## src/rtl/ssc_delay.sv

```systemverilog
// Enable-gated delay line that carries an item's side data alongside a multiplier.
// Self-contained; depends on nothing else.
module ssc_delay #(
  parameter int W     = 8,
  parameter int DEPTH = 4
) (
  input  logic         clk,
  input  logic         rst,
  input  logic         en,
  input  logic [W-1:0] d,
  output logic [W-1:0] q
);

  logic [W-1:0] line [0:DEPTH-1];

  // Shift one place each time the pipeline advances.
  always_ff @(posedge clk) begin
    if (rst) begin
      line <= '{default: '0};
    end else if (en) begin
      line[0] <= d;
      for (int k = 1; k < DEPTH; k++) begin
        line[k] <= line[k-1];
      end
    end
  end

  assign q = line[DEPTH-1];

endmodule

```

## config.mk

```make
export PLATFORM = sky130hd
export DESIGN_NAME = ssc_delay
export DESIGN_NICKNAME = d
export VERILOG_FILES = /design/src/rtl/ssc_delay.sv
export SDC_FILE = /design/constraint.sdc
export NUM_CORES = 1
export LEC_CHECK = 0
export BUFFER_PORTS_ARGS = -buffer_cell sky130_fd_sc_hd__buf_2
export CORE_ASPECT_RATIO = 0.75
export CORE_MARGIN = 5
export CORE_UTILIZATION = 45
export DETAILED_ROUTE_END_ITERATION = 6
export PLACE_DENSITY = 0.66
export SETUP_SLACK_MARGIN = 0.05
export SLEW_MARGIN = 20
export SYNTH_ARGS = -nofsm -noshare
export SYNTH_HDL_FRONTEND = slang
export SYNTH_SLANG_ARGS = --single-unit
```

## constraint.sdc

```tcl
create_clock -name clk -period 0.8 [get_ports clk]
set_input_delay 0.04 -clock clk [delete_from_list [all_inputs] [get_ports clk]]
set_output_delay 0.04 -clock clk [all_outputs]
set_load 0.02 [all_outputs]
```

# ---- Word-level counts from Yosys, hierarchy flattened
# Index checks and enable logic that the tools add are counted.
# W data, S select, Z words.
dict set report word_totals {
  ff_bits 32
  out_inout_bits 8
  wordCells 4
}

# ---- Logic depth before layout (Yosys ltp)
dict set report depth {
  word_depth 0
  mapped_depth 4
}

# ---- Least setup slack after synthesis
# OpenSTA, ideal clock, no wires.
dict set report synth_timing {
  path_type {input -> register}
  from {input en}
  to {register line[24] in the netlist's numbering}
  path_buffers 2
  setup_slack_ns 0.167
  arrival_ns 0.505
  path_stages 4
  path_cell_list {buf_6 > buf_12 > mux2i_1 > nor2_1}
}
# item line_no
set synth_rtl {}
lappend synth_rtl {{start: declaration} 9} ;# input logic en,
lappend synth_rtl {{end signal: indexed assignment} 23} ;# line[k] <= line[k-1];
lappend synth_rtl {{end: declaration} 14} ;# logic [W-1:0] line [0:DEPTH-1];

# ---- Worst setup path in the final report
dict set report layout_timing {
  from {register line, in the netlist q[3]}
  to {output q[3]}
}
# item line_no
set layout_rtl {}
lappend layout_rtl {{end: declaration} 11} ;# output logic [W-1:0] q
# No word-level cell between the ends.

==> metrics.md <==
| Metric | Value |
|---|---|
| DR iter-0 viols | 16 |
| Antenna violations before repair | 0 |
| Element type at the critical path end | output port |
| IO Port Bufs | 18 |
| Final WL | between 1500 and 2000 um |
| Worst Hold Class | input port to flip-flop |
| DRC violations left | 0 |
| Cells after synthesis | ~110 |
| Root Buffer | clkbuf_4 |
| Antenna Cells | 0 |
| Crit path cell chain | buf_6 |
| Total iterations of the first detailed-routing run | 4 |
| Distinct cells, synth | 7 |
| Fmax | between 1000 and 1500 MHz |
| Startpoint types | flip-flop |
| Pins Over Slew Limit | 0 |
| Mean Syn Cell Area | 11.0 sq um |
| WL per Instance | roughly 11 um |
| Max-slew headroom | 89.7% |
| Status | finished, violations left |
| Final Hold Fails | 0 |
| First-pass GRT wire length | approximately 3200 um |
| Layout net count | ~150 |
| Synth Flop Type | dfxtp_1 |
| Core area | 0.00260 sq mm |
| DIE AREA | 0.00387 sq mm |
| Crit-path slowest cell | dfxtp_2 |
| Via count | 779 |
| PD cells | approximately 1900 mW/mm^2 |
| Gr ovfl total | 0 |
| Worst-path clk slew | about 0.090 ns |
| TritonCTS Buffers | 5 |
| Post-synth EDFFs | 0 |
| Clock Latency Late Sink | 0.32 ns |
| Storage cell area | between 600 and 700 sq um |
| Area occupied by multi-input gates | approximately 440 sq um |
| Dominant cell type by area after synthesis | dfxtp_1 |
| Site Rows | 16 |
| Placed Area | approximately 0.0013 sq mm |
| Finished Cell Area | 0.00148 sq mm |
| Part of the cycle the worst path needs | 102% |
| Buf/Inv on CP | 1 |
| Yosys top cell area share | between 50% and 60% |
| Final Skew | between 0.006 and 0.007 ns |
| Yosys reg bits | 32 |
| Fin crit period | approximately 0.8 ns |
| Worst EP arrival | 0.78 ns |
| Initial Utilization | around 47% |
| Share of cells above drive strength 1 | 27.4% |
| Vias in the first global route | ~770 |
| Io pins | 19 |
| Top cells by area, synth | dfxtp_1, mux2i_1, nor2_1, buf_12, buf_4 |
| Crit Path Category | flip-flop to output port |
| HPWL after detailed placement | 1280 um |
| Largest stage delay, worst path | 0.35 ns |
| Net Count, Synth | around 120 |
| Leakage | a little under 0.7 nW |
| Largest net degree at the start of global routing | 33 |
| Max_cap viols | 0 |
| Ys async rst share | 0% |
| PnR worst setup slack | -0.0161 ns |
| Antenna Nets Post-Route | 0 |
| Required time of the critical path | approximately 0.76 ns |
| Area growth syn-to-layout | 20.8% |
| Die Y | 55.2 um |
| DIE WIDTH | ~70 um |
| Htree depth | 2 |
| CP max FO | 2 |
| Synth warn | 0 |
| Setup violations, final | 8 |
| Vias/cell | roughly 4.6 |
| Failing checks | negative setup slack |
| Commonest cells in the netlist | dfxtp_1, mux2i_1, nor2_1 |
| Clk sinks | 32 |
| Slew @ Worst Pin | 0.150 ns |
| Cell family with most CP delay | flip-flops |
| Bufs on Longest Clock Path | 2 |
| GP Congestion | 0.678 |
| CTS tree | yes |
| RSZ-0062 raised after global routing | true |
| Total Routing Usage GR | approximately 11% |
| Mapped cell area | approximately 0.0012 sq mm |
| Pwr Total | 0.00284 W |
| # fillers | roughly 250 |
| Maximum VDD drop | approximately 1.3 mV |
| Sequential area share after synthesis | around 52% |
flip-flops by register name, summed over array words and instances (netlist names):
name  count
q         8
line     24
timing repair:
item | CTS | global route
resized for setup | 24 | 0
hold buffers | 8 | 0
endpoints found under the setup margin | 8 | 9
pin swaps | 0 | 1
endpoints found under the hold margin | 8 | 0
setup buffers | 1 | 0
through the flow:
step	util (%)	std cells	hold WS, ns	TNS, ns	worst slack, ns
finish	56.8	171	0.0853	-0.0742	-0.0161
global route	56.8	171	0.0855	-0.394	-0.0621
CTS	56.8	171	0.0822	-0.253	-0.0375
detailed placement	48.8	154	0.284	0	0.0518
global placement	48.8	154	0.278	0	0.0790
floorplan	-	111	0.112	0	0.167
final cells by class:
type	count	area share, %
clock buffer	8	3.98
multi-input combinational	64	29.8
sequential	32	44.0
tap	36	3.05
timing repair buffer	31	19.1
power breakdown:
group          leakage, nW  internal (W)  switching [W]  total, W
registers            0.264       0.00164      0.0000248   0.00166
clock network       0.0326      0.000433       0.000491  0.000925
logic                0.393      0.000138       0.000109  0.000246
placed cells by master, fill, tap and decap left out:
| master | count |
|---|---|
| buf_12 | 2 |
| buf_2 | 10 |
| buf_4 | 3 |
| buf_6 | 8 |
| clkbuf_1 | 2 |
| clkbuf_4 | 5 |
| clkbuf_8 | 1 |
| dfxtp_1 | 24 |
| dfxtp_2 | 8 |
| dlygate4sd3_1 | 8 |
| mux2i_1 | 32 |
| nor2_1 | 32 |
final timing paths:
path | start | cells past startpoint | endpoint | slack, ns
hold reg to reg | line[25] | 2 | line[25] | 0.50
hold / removal | rst | 3 | q[7] | 0.09
setup reg to reg | q[7] | 3 | q[7] | 0.08
setup / recovery | q[3] | 1 | q[3] | -0.02
cell families after synthesis:
group	Yosys count	synth area share, %
buffers and inverters	15	11.7
multiplexers	32	26.2
flip-flops	32	52.4
AND/OR/NAND/NOR	32	9.82
layer usage:
| layer | GRT usage [%] | vias up | wire length (um) |
|---|---|---|---|
| li1 | - | 400 | - |
| met1 | 11.0 | 362 | 821 |
| met2 | 20.1 | 12 | 927 |
| met3 | 4.51 | 5 | 94 |
| met4 | 8.60 | 0 | 39 |
| met5 | 0 | - | 0 |
worst register-to-register path: stages (launching register included):
cell	delay (ns)
dfxtp_2	0.33
buf_4	0.12
mux2i_1	0.11
nor2_1	0.06
(Power assumes the default switching activity.)
